## src/hw/rtl/bulk_transfer_td_splitter_defines.svh

```systemverilog
// Assertion macros for the bulk transfer descriptor splitter.
// Included by RTL files that carry assertions; no other dependencies.
`ifndef BULK_TRANSFER_TD_SPLITTER_DEFINES_SVH
`define BULK_TRANSFER_TD_SPLITTER_DEFINES_SVH
`ifndef SYNTH
`define BTTS_ASSERT(lbl, clk, rst_n, prop) \
	lbl: assert property (@(posedge clk) disable iff (!rst_n) prop) \
		else $error("btts assertion failed");
`define BTTS_ASSERT_ALWAYS(lbl, clk, prop) \
	lbl: assert property (@(posedge clk) prop) \
		else $error("btts assertion failed");
`else
`define BTTS_ASSERT(lbl, clk, rst_n, prop)
`define BTTS_ASSERT_ALWAYS(lbl, clk, prop)
`endif
`endif

```

## src/hw/rtl/btts_pkg.sv

```systemverilog
// Shared types and constants for the bulk transfer descriptor splitter.
// No dependencies.
package btts_pkg;
	localparam int MaxTdsDef    = 64;
	localparam int MaxPacketDef = 64;
	localparam int LenW         = 7;
	localparam int PktW         = 10;
	localparam int WordW        = 32;

	typedef enum logic [0:0] {
		ST_IDLE = 1'b0,
		ST_GEN  = 1'b1
	} btts_state_t;

	typedef struct packed {
		logic load;
		logic emit;
	} btts_cmd_t;

	typedef struct packed {
		logic last;
	} btts_sts_t;
endpackage

```

## src/hw/rtl/btts_req_if.sv

```systemverilog
// Request and descriptor channel interfaces for the descriptor splitter.
// Depends on btts_pkg for field widths.
interface btts_req_if;
	logic                         valid;
	logic                         ready;
	logic                         direction_in;
	logic [6:0]                   dev_addr;
	logic [3:0]                   endpoint_number;
	logic                         low_speed;
	logic [btts_pkg::PktW-1:0]    packet_size;
	logic [btts_pkg::WordW-1:0]   bytes_remaining;
	logic                         toggle_now;
	logic [btts_pkg::WordW-1:0]   buffer_address;

	modport source (output valid, direction_in, dev_addr, endpoint_number, low_speed,
		packet_size, bytes_remaining, toggle_now, buffer_address, input ready);
	modport sink (input valid, direction_in, dev_addr, endpoint_number, low_speed,
		packet_size, bytes_remaining, toggle_now, buffer_address, output ready);
endinterface

interface btts_desc_if;
	logic                         valid;
	logic                         ready;
	logic                         desc_direction_in;
	logic [6:0]                   desc_dev_addr;
	logic [3:0]                   desc_endpoint;
	logic                         desc_low_speed;
	logic                         desc_toggle;
	logic [btts_pkg::LenW-1:0]    desc_length;
	logic [btts_pkg::WordW-1:0]   desc_buffer;
	logic                         irq_on_complete;
	logic                         last_of_run;
	logic                         toggle_after;
	logic [btts_pkg::WordW-1:0]   bytes_left_after;
	logic                         request_error;

	modport source (output valid, desc_direction_in, desc_dev_addr, desc_endpoint,
		desc_low_speed, desc_toggle, desc_length, desc_buffer, irq_on_complete, last_of_run,
		toggle_after, bytes_left_after, request_error, input ready);
	modport sink (input valid, desc_direction_in, desc_dev_addr, desc_endpoint,
		desc_low_speed, desc_toggle, desc_length, desc_buffer, irq_on_complete, last_of_run,
		toggle_after, bytes_left_after, request_error, output ready);
endinterface

```

## src/hw/rtl/bulk_transfer_td_splitter.sv

```systemverilog
// The first descriptor of a request passes through the request registers and the output register.
// Descriptors: one descriptor per cycle while the output is not stalled; a request yields
// N descriptors (1 to MAX_TDS, 1 on error). A request is taken while the last descriptor
// still waits at the output.
// Reset: arst_n asynchronously clears controller state, datapath registers and output valid.
// Top level of the bulk transfer descriptor splitter; depends on btts_pkg, the interfaces, btts_ctrl and btts_datapath.
module bulk_transfer_td_splitter #(
	parameter int MAX_TDS    = btts_pkg::MaxTdsDef,
	parameter int MAX_PACKET = btts_pkg::MaxPacketDef
) (
	input  logic        clk,
	input  logic        arst_n,
	btts_req_if.sink    req,
	btts_desc_if.source desc
);
	import btts_pkg::*;

	btts_cmd_t cmd;
	btts_sts_t sts;

	btts_ctrl u_ctrl (
		.clk       (clk),
		.arst_n    (arst_n),
		.in_valid  (req.valid),
		.in_ready  (req.ready),
		.out_valid (desc.valid),
		.out_ready (desc.ready),
		.sts       (sts),
		.cmd       (cmd)
	);

	btts_datapath #(
		.MaxTds    (MAX_TDS),
		.MaxPacket (MAX_PACKET)
	) u_dp (
		.clk    (clk),
		.arst_n (arst_n),
		.cmd    (cmd),
		.sts    (sts),
		.req    (req),
		.desc   (desc)
	);
endmodule

```

## src/hw/rtl/btts_datapath.sv

```systemverilog
// Datapath of the descriptor splitter: request registers, step logic, output register.
// Depends on btts_pkg and the channel interfaces in btts_req_if.sv.
module btts_datapath #(
	parameter int MaxTds    = btts_pkg::MaxTdsDef,
	parameter int MaxPacket = btts_pkg::MaxPacketDef
) (
	input  logic                clk,
	input  logic                arst_n,
	input  btts_pkg::btts_cmd_t cmd,
	output btts_pkg::btts_sts_t sts,
	btts_req_if.sink            req,
	btts_desc_if.source         desc
);
	import btts_pkg::*;

	localparam int CntW = (MaxTds > 1) ? $clog2(MaxTds) : 1;
	localparam logic [CntW-1:0] LastIdx = CntW'(MaxTds - 1);

	logic               dir_q;
	logic [6:0]         addr_q;
	logic [3:0]         ep_q;
	logic               ls_q;
	logic [LenW-1:0]    ps_q;
	logic [WordW-1:0]   rem_q;
	logic               tog_q;
	logic [WordW-1:0]   buf_q;
	logic [CntW-1:0]    idx_q;
	logic               err_q;

	logic [LenW-1:0]    ps_clamped;
	logic               fits;
	logic               last;
	logic [LenW-1:0]    len;
	logic [WordW-1:0]   left;

	logic               o_dir_q;
	logic [6:0]         o_addr_q;
	logic [3:0]         o_ep_q;
	logic               o_ls_q;
	logic               o_tog_q;
	logic [LenW-1:0]    o_len_q;
	logic [WordW-1:0]   o_buf_q;
	logic               o_irq_q;
	logic               o_last_q;
	logic               o_tog_after_q;
	logic [WordW-1:0]   o_left_q;
	logic               o_err_q;

	assign ps_clamped = (req.packet_size > PktW'(MaxPacket)) ? LenW'(MaxPacket)
		: req.packet_size[LenW-1:0];

	assign fits     = rem_q <= WordW'(ps_q);
	assign last     = err_q || fits || (idx_q == LastIdx);
	assign len      = fits ? rem_q[LenW-1:0] : ps_q;
	assign left     = rem_q - WordW'(len);
	assign sts.last = last;

	always_ff @(posedge clk or negedge arst_n) begin
		if (!arst_n) begin
			dir_q  <= 1'b0;
			addr_q <= '0;
			ep_q   <= '0;
			ls_q   <= 1'b0;
			ps_q   <= '0;
			rem_q  <= '0;
			tog_q  <= 1'b0;
			buf_q  <= '0;
			idx_q  <= '0;
			err_q  <= 1'b0;
		end else if (cmd.load) begin
			dir_q  <= req.direction_in;
			addr_q <= req.dev_addr;
			ep_q   <= req.endpoint_number;
			ls_q   <= req.low_speed;
			ps_q   <= ps_clamped;
			rem_q  <= req.bytes_remaining;
			tog_q  <= req.toggle_now;
			buf_q  <= req.buffer_address;
			idx_q  <= '0;
			err_q  <= (ps_clamped == '0) || (req.bytes_remaining == '0);
		end else if (cmd.emit) begin
			rem_q <= left;
			buf_q <= buf_q + WordW'(ps_q);
			tog_q <= ~tog_q;
			idx_q <= idx_q + CntW'(1);
		end
	end

	always_ff @(posedge clk or negedge arst_n) begin
		if (!arst_n) begin
			o_dir_q       <= 1'b0;
			o_addr_q      <= '0;
			o_ep_q        <= '0;
			o_ls_q        <= 1'b0;
			o_tog_q       <= 1'b0;
			o_len_q       <= '0;
			o_buf_q       <= '0;
			o_irq_q       <= 1'b0;
			o_last_q      <= 1'b0;
			o_tog_after_q <= 1'b0;
			o_left_q      <= '0;
			o_err_q       <= 1'b0;
		end else if (cmd.emit) begin
			if (err_q) begin
				o_dir_q       <= 1'b0;
				o_addr_q      <= '0;
				o_ep_q        <= '0;
				o_ls_q        <= 1'b0;
				o_tog_q       <= 1'b0;
				o_len_q       <= '0;
				o_buf_q       <= '0;
				o_irq_q       <= 1'b0;
				o_last_q      <= 1'b1;
				o_tog_after_q <= tog_q;
				o_left_q      <= rem_q;
				o_err_q       <= 1'b1;
			end else begin
				o_dir_q       <= dir_q;
				o_addr_q      <= addr_q;
				o_ep_q        <= ep_q;
				o_ls_q        <= ls_q;
				o_tog_q       <= tog_q;
				o_len_q       <= len;
				o_buf_q       <= buf_q;
				o_irq_q       <= last;
				o_last_q      <= last;
				o_tog_after_q <= last & ~tog_q;
				o_left_q      <= last ? left : '0;
				o_err_q       <= 1'b0;
			end
		end
	end

	assign desc.desc_direction_in   = o_dir_q;
	assign desc.desc_dev_addr       = o_addr_q;
	assign desc.desc_endpoint       = o_ep_q;
	assign desc.desc_low_speed      = o_ls_q;
	assign desc.desc_toggle         = o_tog_q;
	assign desc.desc_length         = o_len_q;
	assign desc.desc_buffer         = o_buf_q;
	assign desc.irq_on_complete     = o_irq_q;
	assign desc.last_of_run         = o_last_q;
	assign desc.toggle_after        = o_tog_after_q;
	assign desc.bytes_left_after    = o_left_q;
	assign desc.request_error       = o_err_q;
endmodule

```

## src/hw/rtl/btts_ctrl.sv

```systemverilog
// Controller of the descriptor splitter: request/descriptor handshakes and sequencing.
// Depends on btts_pkg and bulk_transfer_td_splitter_defines.svh.
`include "bulk_transfer_td_splitter_defines.svh"
module btts_ctrl (
	input  logic                clk,
	input  logic                arst_n,
	input  logic                in_valid,
	output logic                in_ready,
	output logic                out_valid,
	input  logic                out_ready,
	input  btts_pkg::btts_sts_t sts,
	output btts_pkg::btts_cmd_t cmd
);
	import btts_pkg::*;

	btts_state_t state_q, state_d;
	logic        out_valid_q;

	always_comb begin
		state_d = state_q;
		unique case (state_q)
			ST_IDLE: begin
				if (in_valid) state_d = ST_GEN;
			end
			ST_GEN: begin
				if (cmd.emit && sts.last) state_d = ST_IDLE;
			end
			default: state_d = ST_IDLE;
		endcase
	end

	always_comb begin
		in_ready = 1'b0;
		cmd      = '0;
		unique case (state_q)
			ST_IDLE: begin
				in_ready = 1'b1;
				cmd.load = in_valid;
			end
			ST_GEN: begin
				cmd.emit = !out_valid_q || out_ready;
			end
			default: ;
		endcase
	end

	always_ff @(posedge clk or negedge arst_n) begin
		if (!arst_n) begin
			state_q     <= ST_IDLE;
			out_valid_q <= 1'b0;
		end else begin
			state_q <= state_d;
			if (cmd.emit) out_valid_q <= 1'b1;
			else if (out_ready) out_valid_q <= 1'b0;
		end
	end

	assign out_valid = out_valid_q;

	`BTTS_ASSERT(a_load_then_gen, clk, arst_n, cmd.load |=> state_q == ST_GEN)
	`BTTS_ASSERT(a_emit_fills_out, clk, arst_n, cmd.emit |=> out_valid_q)
	`BTTS_ASSERT(a_stall_holds, clk, arst_n, out_valid_q && !out_ready && !cmd.emit |=> out_valid_q)
	`BTTS_ASSERT_ALWAYS(a_load_emit_excl, clk, !(cmd.load && cmd.emit))
endmodule
```

## src/flat_wrapper.sv

```systemverilog
// flat-port wrapper written by rule: the top's interface ports become plain ports
module bulk_transfer_td_splitter_flat import btts_pkg::*;
#(
	parameter int MAX_TDS    = btts_pkg::MaxTdsDef,
	parameter int MAX_PACKET = btts_pkg::MaxPacketDef
)
  (clk, arst_n, req_valid, req_direction_in, req_dev_addr, req_endpoint_number, req_low_speed, req_packet_size, req_bytes_remaining, req_toggle_now, req_buffer_address, req_ready, desc_valid, desc_desc_direction_in, desc_desc_dev_addr, desc_desc_endpoint, desc_desc_low_speed, desc_desc_toggle, desc_desc_length, desc_desc_buffer, desc_irq_on_complete, desc_last_of_run, desc_toggle_after, desc_bytes_left_after, desc_request_error, desc_ready);
  btts_req_if req_i ();
  btts_desc_if desc_i ();
  input  logic clk;
  input  logic arst_n;
  input wire logic [$bits(req_i.valid)-1:0] req_valid;
  input wire logic [$bits(req_i.direction_in)-1:0] req_direction_in;
  input wire logic [$bits(req_i.dev_addr)-1:0] req_dev_addr;
  input wire logic [$bits(req_i.endpoint_number)-1:0] req_endpoint_number;
  input wire logic [$bits(req_i.low_speed)-1:0] req_low_speed;
  input wire logic [$bits(req_i.packet_size)-1:0] req_packet_size;
  input wire logic [$bits(req_i.bytes_remaining)-1:0] req_bytes_remaining;
  input wire logic [$bits(req_i.toggle_now)-1:0] req_toggle_now;
  input wire logic [$bits(req_i.buffer_address)-1:0] req_buffer_address;
  output wire logic [$bits(req_i.ready)-1:0] req_ready;
  output wire logic [$bits(desc_i.valid)-1:0] desc_valid;
  output wire logic [$bits(desc_i.desc_direction_in)-1:0] desc_desc_direction_in;
  output wire logic [$bits(desc_i.desc_dev_addr)-1:0] desc_desc_dev_addr;
  output wire logic [$bits(desc_i.desc_endpoint)-1:0] desc_desc_endpoint;
  output wire logic [$bits(desc_i.desc_low_speed)-1:0] desc_desc_low_speed;
  output wire logic [$bits(desc_i.desc_toggle)-1:0] desc_desc_toggle;
  output wire logic [$bits(desc_i.desc_length)-1:0] desc_desc_length;
  output wire logic [$bits(desc_i.desc_buffer)-1:0] desc_desc_buffer;
  output wire logic [$bits(desc_i.irq_on_complete)-1:0] desc_irq_on_complete;
  output wire logic [$bits(desc_i.last_of_run)-1:0] desc_last_of_run;
  output wire logic [$bits(desc_i.toggle_after)-1:0] desc_toggle_after;
  output wire logic [$bits(desc_i.bytes_left_after)-1:0] desc_bytes_left_after;
  output wire logic [$bits(desc_i.request_error)-1:0] desc_request_error;
  input wire logic [$bits(desc_i.ready)-1:0] desc_ready;
  assign req_i.valid = req_valid;
  assign req_i.direction_in = req_direction_in;
  assign req_i.dev_addr = req_dev_addr;
  assign req_i.endpoint_number = req_endpoint_number;
  assign req_i.low_speed = req_low_speed;
  assign req_i.packet_size = req_packet_size;
  assign req_i.bytes_remaining = req_bytes_remaining;
  assign req_i.toggle_now = req_toggle_now;
  assign req_i.buffer_address = req_buffer_address;
  assign req_ready = req_i.ready;
  assign desc_valid = desc_i.valid;
  assign desc_desc_direction_in = desc_i.desc_direction_in;
  assign desc_desc_dev_addr = desc_i.desc_dev_addr;
  assign desc_desc_endpoint = desc_i.desc_endpoint;
  assign desc_desc_low_speed = desc_i.desc_low_speed;
  assign desc_desc_toggle = desc_i.desc_toggle;
  assign desc_desc_length = desc_i.desc_length;
  assign desc_desc_buffer = desc_i.desc_buffer;
  assign desc_irq_on_complete = desc_i.irq_on_complete;
  assign desc_last_of_run = desc_i.last_of_run;
  assign desc_toggle_after = desc_i.toggle_after;
  assign desc_bytes_left_after = desc_i.bytes_left_after;
  assign desc_request_error = desc_i.request_error;
  assign desc_i.ready = desc_ready;
  bulk_transfer_td_splitter #(.MAX_TDS(MAX_TDS), .MAX_PACKET(MAX_PACKET)) u_core (.clk(clk), .arst_n(arst_n), .req(req_i), .desc(desc_i));
endmodule
```

## config.mk

```make
export PLATFORM = sky130hd
export DESIGN_NAME = bulk_transfer_td_splitter_flat
export DESIGN_NICKNAME = d
export VERILOG_FILES = /design/src/hw/rtl/btts_pkg.sv /design/src/hw/rtl/btts_req_if.sv /design/src/hw/rtl/bulk_transfer_td_splitter.sv /design/src/hw/rtl/btts_datapath.sv /design/src/hw/rtl/btts_ctrl.sv /design/src/flat_wrapper.sv
export VERILOG_INCLUDE_DIRS = /design/src /design/src/hw/rtl
export SDC_FILE = /design/constraint.sdc
export NUM_CORES = 1
export LEC_CHECK = 0
export BUFFER_PORTS_ARGS = -buffer_cell sky130_fd_sc_hd__buf_2
export CORE_ASPECT_RATIO = 0.7
export CORE_MARGIN = 2
export CORE_UTILIZATION = 30
export CTS_BUF_LIST = sky130_fd_sc_hd__clkbuf_4 sky130_fd_sc_hd__clkbuf_8
export DETAILED_ROUTE_END_ITERATION = 6
export SKIP_LAST_GASP = 1
export SYNTH_ARGS = -nofsm -noshare
export SYNTH_HDL_FRONTEND = slang
export SYNTH_SLANG_ARGS = --single-unit
```

## constraint.sdc

```tcl
create_clock -name clk -period 5.5 [get_ports clk]
set_clock_uncertainty 0.05 [all_clocks]
set_input_delay 0.825 -clock clk [delete_from_list [all_inputs] [get_ports clk]]
set_output_delay 0.825 -clock clk [all_outputs]
set_load 0.005 [all_outputs]
```

==> flow_summary.ini, run 1 <==
[outcome]
status = finished, violations left
violations = design-rule violations

[placement]
port_buffers = 182
gp_congestion = 0.8204
post-place-ws_ns = 0.8415
dpl_cell_area_sq_um = 11070
place_hpwl_um = 22420

[clock_tree]
cts_resized = 0
path_clk_slew_ns = 0.10
cts_setup_buffers = 0
cts_tree = done
cts-buffers-inserted = 17
cts_max_level = 4
root_buffer = clkbuf_8
cts_sinks = 183
insertion_delay_ns = 0.51
clk_path_buf_depth = 2
ctsHoldBuffers = 0

[synth]
yosys_warnings = 0
syn_inst = 1081
async_reset_ff_frac = 1.000
synth-simple-area-share = 0.2144
synth_top_cell_by_area = dfrtp_1
synth_top_area_frac = 0.4684
synth-xor-area-share = 0.009854
synth_mux_area_frac = 0.01344
synthTopCellsByArea = dfrtp_1 47%, nand2_1 9.5%, o21ai_0 5.3%, ha_1 2.8%, a221o_1 2.4%
synth_top_family_by_area = compound AO/OA/AOI/OAI gates
postSynthAreaPerCell_sq_um = 9.044
synth_seq_cells = 183
syn_area_sq_um = 9777
syn_nets = 1197
ys_seq_area_frac = 0.4684
synth_fa_ha_area_frac = 0.03225
synth_ff_type = dfrtp_1
synth_edf_count = 0
synth.distinct_cells = 76
synth-compound-area-share = 0.2215

[grt]
grt_util_all_layers = 0.1932
grt-ovfl-total = 0
grt_pass1_vias = 8446
grt_pass1_wl_um = 50470
grt_start_max_net_pins = 109
antenna_found_initial = 0

[floorplanning]
coreArea_sq_um = 32210
ios = 183
fp-row-count = 55
dieArea_sq_um = 34070
die_w_um = 219.8
die-height_um = 155.0
start_util = 0.3036

[power_and_ir_drop]
cellPowerDensity_nw_per_um2 = 555.5
vdd_ir_drop_max_v = 0.0003926
p_leak_nw = 5.221

[finish]
drive_above_1_share = 0.2068
nFillCells = 3388
final_common_cell = nand2_1
syn2layout_area_growth_pct = 16.85
seq_area_sq_um = 4579
mostFrequentLayoutCells = 248 x nand2_1, 183 x dfrtp_1, 181 x buf_2
multi_input_area_sq_um = 4847
nNetsFinal = 1343
design_area_sq_um = 11420
final_util = 0.3547

[worst_setup_path]
path_cells = inv_1 -> ha_1 -> nand4b_1 -> or3_1 -> o21ai_0 -> nand4_2 -> mux2_2 -> ha_1 -> inv_1 -> fa_1 -> a211oi_1 -> o21a_1 -> o21ai_0 -> or2_2 -> a21o_1 -> a221o_1
end_kind = flip-flop
worstRegToRegCells = 16
cp-startpoint = u_core.u_dp.ps_q[6]
worstSetupPathType = flip-flop to flip-flop
critPathSlowestCell = or3_1
crit_arrival_ns = 5.11
cpPeakStageDelay_ns = 0.45
worst-r2r-setup-slack_ns = 0.73
setup.worst_path.start_class = flip-flop
required_ns = 5.85
timing.rr.start = u_core.u_dp.ps_q[6]
critPathMaxFanout = 7
r2r_end = u_core.u_dp.rem_q[12]

[timing]
period_share = 0.8670
fin_ws_ns = 0.7317
tns_ns = 0
worstMarginPinSlew_ns = 1.192
slew_violations = 0
holdWs_ns = 0.2594
relSlewSlack = 0.2033
grt_setup_unrepaired = no
period_minus_slack_ns = 4.768
finalHoldViolations = 0
max_freq_mhz = 209.7
setup_viol_count_final = 0

[min_path]
hold_path_class = input pin to async pin

[detailed_routing]
totalWireLength_um = 32360
antenna_left = 0
viasPerCell = 5.421
drc = 4
drt_iter0_drc = 813
wl_per_cell_um = 19.42
drt_first_pass_iters = 7
vias = 9031

[job]
cap_violations = 0
-- worst max-delay path by stage --
stage | cells past startpoint | end | slack, ns
final | 16 | u_core.u_dp.rem_q[12] | 0.73
after global routing | 16 | u_core.u_dp.rem_q[12] | 0.41
after CTS | 16 | u_core.u_dp.rem_q[12] | 0.80
after detailed placement | 16 | u_core.u_dp.rem_q[12] | 0.84
after global placement | 14 | u_core.u_dp.rem_q[12] | 1.01
after floorplan | 15 | u_core.u_dp.rem_q[12] | 1.41
-- kinds of logic (layout without fill, tap and decap cells) --
logic type | after synthesis | in the layout
multiplexers | 13 | 13
other | 0 | 1
AND/OR/NAND/NOR | 452 | 452
AO/OA/AOI/OAI | 310 | 310
flip-flops | 183 | 183
XOR/XNOR | 11 | 11
adder cells (fa/ha/maj) | 24 | 24
buffers and inverters | 88 | 245
-- sequential cells by signal, indices dropped and copies added, names as in the netlist, 4 cells and up --
signal and flops:
u_core.u_dp.buf_q 32, u_core.u_dp.idx_q 6, u_core.u_dp.desc.desc_buffer 32, u_core.u_dp.addr_q 7
u_core.u_dp.ps_q 7, u_core.u_dp.desc.desc_endpoint 4, u_core.u_dp.desc.desc_dev_addr 7, u_core.u_dp.desc.bytes_left_after 32
u_core.u_dp.ep_q 4, u_core.u_dp.desc.desc_length 7, u_core.u_dp.rem_q 32
-- report_power, final --
group	internal (mW)	leakage, nW	total [mW]	switching [mW]
combinational	1.17	2.68	3.08	1.91
sequential	1.87	2.37	2.37	0.498
clock	0.371	0.174	0.897	0.526
total	3.41	5.22	6.35	2.94
-- metal layers --
layer  up-vias  GRT usage  share of wire
met1      4431     0.3042           0.51
met2       353     0.2586           0.40
met3        24    0.04966          0.077
li1       4223          -              -
met5         -          0              0
met4         0    0.04442          0.010
-- critical path: cells and delay by family, from the launching register on --
kind,cells,cell delay [ns]
compound gates,6,1.54
simple gates,4,1.31
fa+ha+maj,3,0.88
flops,1,0.41
mux,1,0.35
buf+inv,2,0.12
-- final cells by class --
type	instances	share of cell area
Sequential cell	183	0.4008
Inverter	20	0.006571
Multi-Input combinational cell	810	0.4243
Tap cell	427	0.04676
Antenna cell	1	0.0002190
Clock inverter	11	0.008871
Clock buffer	19	0.02234
Timing Repair Buffer	195	0.09013
-- through the flow --
step | total power [mW] | std cells
2_1_floorplan | 4.351 | 1081
3_3_place_gp | 5.396 | 1635
3_5_place_dp | 5.464 | 1635
4_1_cts | 6.374 | 1665
5_1_grt | 6.899 | 1665
6_report | 6.346 | 1666
-- cell usage after synthesis (all sizes together) (6+ instances only) --
master and n:
clkbuf 50, nor3 30, o41a 11, o31ai 7, mux2i 12, xor2 7, a21o 17, a21oi 37
nor2b 6, or3 9, a221o 24, nor2 54, o211ai 15, inv 20, ha 22, a22oi 9
o21ai 105, buf 15, nor4 21, dfrtp 183, and3 12, o311ai 20, nand3 31, a31oi 17
nand2 249, o21a 10, nand4 11
Power figures use the tool's default switching activity.
==> inputs of run 2 (changes only) <==
==> constraint.sdc (replaced) <==
create_clock -name clk -period 5.5 [get_ports clk]
set_clock_uncertainty 0.05 [all_clocks]
set_input_delay 1.1 -clock clk [delete_from_list [all_inputs] [get_ports clk]]
set_output_delay 1.1 -clock clk [all_outputs]
set_load 0.005 [all_outputs]
==> run 2 against run 1 <==
Effect of this change: the run now ends clean; sequential share of layout area shrank 0.25 points; combinational power is essentially flat; global-route usage shrank 0.14 points; register-to-register slack gained 0.06 ns; clock power grew 16%; core utilization grew 0.22 points; fmax grew 1.3%; sequential power is essentially flat; non-clock buffer count is the same; via count shrank 0.48%.
==> flow_summary.ini, run 2 (same netlist as run 1, synthesis figures left out) <==
[clock_tree]
insertion_delay_ns = 0.48
root_buffer = clkbuf_8
cts_tree = done
cts_sinks = 183
clk_path_buf_depth = 2
ctsHoldBuffers = 0
cts_resized = 0
path_clk_slew_ns = 0.09
cts_max_level = 4
cts-buffers-inserted = 17
cts_setup_buffers = 0

[power_and_ir_drop]
p_leak_nw = 5.258
combPwrFrac = 0.476
seq_power_share = 0.364
p_int_mw = 3.549
vdd_ir_drop_max_v = 0.0002739
p_sw_frac = 0.4543
power.switching_mw = 2.954
p_clk_frac = 0.160
power_mw = 6.503
cellPowerDensity_nw_per_um2 = 565.7

[floorplanning]
dieArea_sq_um = 34070
fp-row-count = 55
start_util = 0.3036
die-height_um = 155.0
die_w_um = 219.8
ios = 183
coreArea_sq_um = 32210

[finish]
final_common_cell = nand2_1
nFillCells = 3384
mostFrequentLayoutCells = 248 x nand2_1, 183 x dfrtp_1, 181 x buf_2
syn2layout_area_growth_pct = 17.58
nNetsFinal = 1343
drive_above_1_share = 0.2074
n_antenna_cell = 0
final_util = 0.3570

[detailed_routing]
drt_iter0_drc = 899
viasPerCell = 5.395
wl_met3_um = 2387
met1Wirelength_um = 16540
drc = 0
drt_first_pass_iters = 5
antenna_left = 0
totalWireLength_um = 32120
wl_per_cell_um = 19.28
routed.top_layer = met4
dr_wl_met2_um = 13040
vias = 8988

[worst_setup_path]
path_cells = nor4_1 -> nand2_1 -> nor2_1 -> nand4_2 -> mux2_2 -> ha_1 -> inv_1 -> fa_1 -> a211oi_1 -> o21a_1 -> o211a_1 -> nand3b_1 -> a21o_1 -> a221o_1
end_kind = flip-flop
cpPeakStageDelay_ns = 0.46
critPathMaxFanout = 7
critPathSlowestCell = dfrtp_1
crit_arrival_ns = 5.01
setup.worst_path.start_class = flip-flop
worstSetupPathType = flip-flop to flip-flop
required_ns = 5.80

[grt]
grt_pass1_wl_um = 50400
grt-ovfl-total = 0
grt_pass1_vias = 8442
grt_util_all_layers = 0.1918
antenna_found_initial = 0
grt_start_max_net_pins = 148

[timing]
period_share = 0.8563
worstMarginPinSlew_ns = 0.9010
grt_setup_unrepaired = no
slew_violations = 0
max_freq_mhz = 212.3
setup_viol_count_final = 0
fin_ws_ns = 0.7906
finalHoldViolations = 0
tns_ns = 0
period_minus_slack_ns = 4.709
holdWs_ns = 0.4304
relSlewSlack = 0.3938

[placement]
port_buffers = 182
place_hpwl_um = 22220
gp_congestion = 0.8491
post-place-ws_ns = 0.9169

[outcome]
status = complete, no violations

[min_path]
hold_path_class = flip-flop to flip-flop

[job]
cap_violations = 0
## run 2: area by class of cell
class,instances,area [sq um],share of cell area
clock buffers,19,255.2,0.02220
clock inverters,12,175.2,0.01524
inverters,20,75.07,0.006530
multi-input cells,810,4847,0.4216
flip-flops and latches,183,4579,0.3983
well taps,427,534.3,0.04647
repair buffers,195,1030,0.08957
## run 2: power by group through the flow
stage	combinational (mW)	clock (mW)	sequential, mW
global placement	3.04	0	2.36
finish	3.10	1.04	2.36
floorplan	2.08	0	2.27
detailed placement	3.08	0	2.38
global route	3.48	1.13	2.45
CTS	3.10	1.07	2.36
## run 2: path summary, 6_finish.rpt
kind / from / to / slack (ns) / cells after the start
worst max-delay path: u_core.u_dp.rem_q[17] / u_core.u_dp.rem_q[22] / 0.79 / 14
worst min-delay path: u_core.u_dp.desc.desc_buffer[4] / u_core.u_dp.desc.desc_buffer[4] / 0.43 / 2
worst max register to register: u_core.u_dp.rem_q[17] / u_core.u_dp.rem_q[22] / 0.79 / 14
worst min register to register: u_core.u_dp.desc.desc_buffer[4] / u_core.u_dp.desc.desc_buffer[4] / 0.43 / 2
max in group asynchronous: arst_n / u_core.u_dp.ps_q[5] / 3.75 / 2
min in group asynchronous: arst_n / u_core.u_dp.desc.desc_buffer[18] / 0.54 / 1
## run 2: critical path: cells and delay by family (launching register included)
kind / cells / cell delay, ns
flip-flops: 1 / 0.46
buffers and inverters: 1 / 0.05
multiplexers: 1 / 0.35
AO/OA/AOI/OAI: 5 / 1.54
adder cells (fa/ha/maj): 2 / 0.57
AND/OR/NAND/NOR: 5 / 1.57
## run 2: metal layers
metal	track usage	vias to the layer above
met3	0.04399	15
li1	-	4237
met2	0.2621	322
met1	0.3053	4414
met4	0.03260	0
met5	0	-
## run 2: through the flow
step / cell area, sq um / instances
detailed placement: 11070 / 1635
finish: 11500 / 1666
CTS: 11500 / 1666
global placement: 11070 / 1635
floorplan: 9777 / 1081
global route: 11500 / 1666
==> inputs of run 3 (changes only) <==
--- a/config.mk
+++ b/config.mk
@@ -6,6 +6,7 @@
 export SDC_FILE = /design/constraint.sdc
 export NUM_CORES = 1
 export LEC_CHECK = 0
+export ABC_AREA = 1
 export BUFFER_PORTS_ARGS = -buffer_cell sky130_fd_sc_hd__buf_2
 export CORE_ASPECT_RATIO = 0.7
 export CORE_MARGIN = 2
==> run 3 against run 2 <==
Effect of this change: synthesized cell count rose by 32%; worst setup slack improved by 1.0 ns; critical endpoint is now u_core.u_dp.rem_q[24]; cell area rose by 6.4%.
==> flow_summary.ini, run 3 <==
[outcome]
status = complete, no violations

[worst_setup_path]
timing.rr.start = u_core.u_dp.ps_q[6]
crit_arrival_ns = 3.98
end_kind = flip-flop
worstSetupPathType = flip-flop to flip-flop
required_ns = 5.82
r2r_end = u_core.u_dp.rem_q[24]
worst-r2r-setup-slack_ns = 1.84
cp-startpoint = u_core.u_dp.ps_q[6]
worstRegToRegCells = 23
cp-endpoint = u_core.u_dp.rem_q[24]
setup.worst_path.start_class = flip-flop
critPathMaxFanout = 7

[power_and_ir_drop]
p_clk_frac = 0.188
vdd_ir_drop_max_v = 0.0001428
p_leak_nw = 6.275
power.switching_mw = 2.402
p_sw_frac = 0.4431
seq_power_share = 0.390
p_int_mw = 3.019
cellPowerDensity_nw_per_um2 = 443.2
combPwrFrac = 0.422

[grt]
grt_pass1_vias = 9653
grt_pass1_wl_um = 57050
antenna_found_initial = 2
grt-ovfl-total = 0
grt_start_max_net_pins = 104
grt_util_all_layers = 0.2060

[synth]
synth-compound-area-share = 0.1253
synth-simple-area-share = 0.3016
synth.most_common_cell = nand2_1
async_reset_ff_frac = 1.000
synth_top_cell_by_area = dfrtp_1
synth_fa_ha_area_frac = 0.03028
synth.distinct_cells = 41
ys_seq_area_frac = 0.4397
synth_mux_area_frac = 0
yosys_warnings = 0
synth_top_area_frac = 0.4397
synth_seq_cells = 183
synth_edf_count = 0
postSynthAreaPerCell_sq_um = 7.287
synth-xor-area-share = 0.01430
synth_top_family_by_area = simple AND/OR/NAND/NOR gates
syn_nets = 1545
synthTopCellsByArea = dfrtp_1 44%, nand2_1 18%, o21ai_0 6.4%, inv_1 6.1%, nand3_1 5.2%
syn_inst = 1429
syn_area_sq_um = 10410
synth_ff_type = dfrtp_1
synth_commonest_cells = 486 x nand2_1, 183 x dfrtp_1, 170 x inv_1

[finish]
drive_above_1_share = 0.1725
final_common_cell = nand2_1
fin_cells = 2080
final_util = 0.3550
mostFrequentLayoutCells = 485 x nand2_1, 183 x dfrtp_1, 181 x buf_2
nFillCells = 3741
nNetsFinal = 1709
syn2layout_area_growth_pct = 17.43

[timing]
period_share = 0.6655
relSlewSlack = 0.3923
slew_violations = 0
finalHoldViolations = 0
period_minus_slack_ns = 3.660
grt_setup_unrepaired = no
setup_viol_count_final = 0
worstMarginPinSlew_ns = 0.9116
max_freq_mhz = 273.2
tns_ns = 0

[detailed_routing]
totalWireLength_um = 36510
antenna_left = 0
viasPerCell = 4.850
wl_per_cell_um = 17.55
vias = 10088
drt_iter0_drc = 849
drc = 0
drt_first_pass_iters = 6

[clock_tree]
cts_tree = done
cts_resized = 0
cts_setup_buffers = 0
cts_sinks = 183
cts-buffers-inserted = 17
ctsHoldBuffers = 0
clk_path_buf_depth = 2
cts_max_level = 4
root_buffer = clkbuf_8
insertion_delay_ns = 0.51
path_clk_slew_ns = 0.10

[floorplanning]
dieArea_sq_um = 36240
ios = 183
coreArea_sq_um = 34450
start_util = 0.3023
die_w_um = 226.7
die-height_um = 159.9
fp-row-count = 57

[placement]
placed_cells = 2046
place_hpwl_um = 26900
gp_congestion = 0.9362
port_buffers = 182

[job]
cap_violations = 0

[min_path]
hold_path_class = flip-flop to flip-flop
==> run 3: changes by cell type in the layout (fill, tap and decap cells not counted), moves of 17 or more <==
cell      delta
nor2_1      +38
a21oi_1     -24
a21o_1      -17
nand2_1    +237
o21ai_0     +30
o311ai_0    -20
a221o_1     -23
inv_1      +151
nand3_1     +80
inv_2       +18
==> run 3: how the worst min path moves through the flow <==
stage | depth (start not counted) | endpoint | slack [ns] | from
after floorplan | 2 | u_core.u_dp.desc.toggle_after | 0.42 | u_core.u_dp.desc.toggle_after
after global placement | 2 | u_core.u_dp.desc.toggle_after | 0.41 | u_core.u_dp.desc.toggle_after
after CTS | 2 | u_core.u_dp.desc.irq_on_complete | 0.44 | u_core.u_dp.desc.irq_on_complete
final | 2 | u_core.u_dp.desc.irq_on_complete | 0.43 | u_core.u_dp.desc.irq_on_complete
after global routing | 2 | u_core.u_dp.desc.request_error | 0.46 | u_core.u_dp.desc.request_error
after detailed placement | 2 | u_core.u_dp.desc.irq_on_complete | 0.41 | u_core.u_dp.desc.irq_on_complete
==> run 3: kinds of logic after synthesis <==
| kind of cell | Yosys count |
|---|---|
| flip-flops | 183 |
| AND/OR/NAND/NOR | 752 |
| buffers and inverters | 237 |
| AO/OA/AOI/OAI | 216 |
| adder cells (fa/ha/maj) | 24 |
| XOR/XNOR | 17 |
==> run 3: final cells by class <==
cell class	count	area, sq um	share of cell area
inverters	190	713.2	0.05832
diodes	2	5.005	0.0004092
multi-input cells	1009	4922	0.4025
clock buffers	20	275.3	0.02251
repair buffers	192	994.7	0.08134
flip-flops and latches	183	4579	0.3745
well taps	472	590.6	0.04829
clock inverters	12	148.9	0.01218
==> run 3: worst max-delay path, stage by stage (launching register included) <==
cell	delay [ns]
dfrtp_1	0.38
inv_1	0.08
ha_1	0.27
inv_1	0.04
nor3_1	0.27
nand2_1	0.11
nor2_2	0.11
inv_1	0.05
nand2_1	0.06
nand2_1	0.15
nand2_1	0.12
and2_1	0.13
ha_1	0.13
inv_1	0.08
fa_1	0.38
nand2_1	0.10
nand2_1	0.07
and2_1	0.17
nand2_1	0.10
nand2_2	0.13
nor2_1	0.21
nand2_1	0.08
nand3_1	0.14
o211ai_1	0.12
==> run 3: metrics by stage <==
stage                     hold slack [ns]  worst slack [ns]  area [sq um]  power, mW
after global routing               0.4602             1.459         12220      5.883
after CTS                          0.4377             1.919         12220      5.443
after detailed placement           0.4123             1.943         11800      4.398
after floorplan                    0.4224             2.416         10410      3.563
final                              0.4300             1.840         12230      5.420
after global placement             0.4121             2.023         11800      4.372
==> run 3: routing by layer <==
layer  vias up  GRT usage  part of all wire
li1       4900          -                 -
met1      4785     0.3291              0.51
met2       381     0.2745              0.40
met3        22    0.04802             0.087
met4         0    0.04545            0.0084
met5         -          0                 0
==> run 3: power by group through the flow <==
stage	sequential, mW	combinational [mW]	clock (mW)
after floorplan	2.07	1.50	0
after global placement	2.12	2.25	0
after detailed placement	2.13	2.27	0
after CTS	2.11	2.28	1.05
after global routing	2.18	2.60	1.11
final	2.12	2.29	1.02
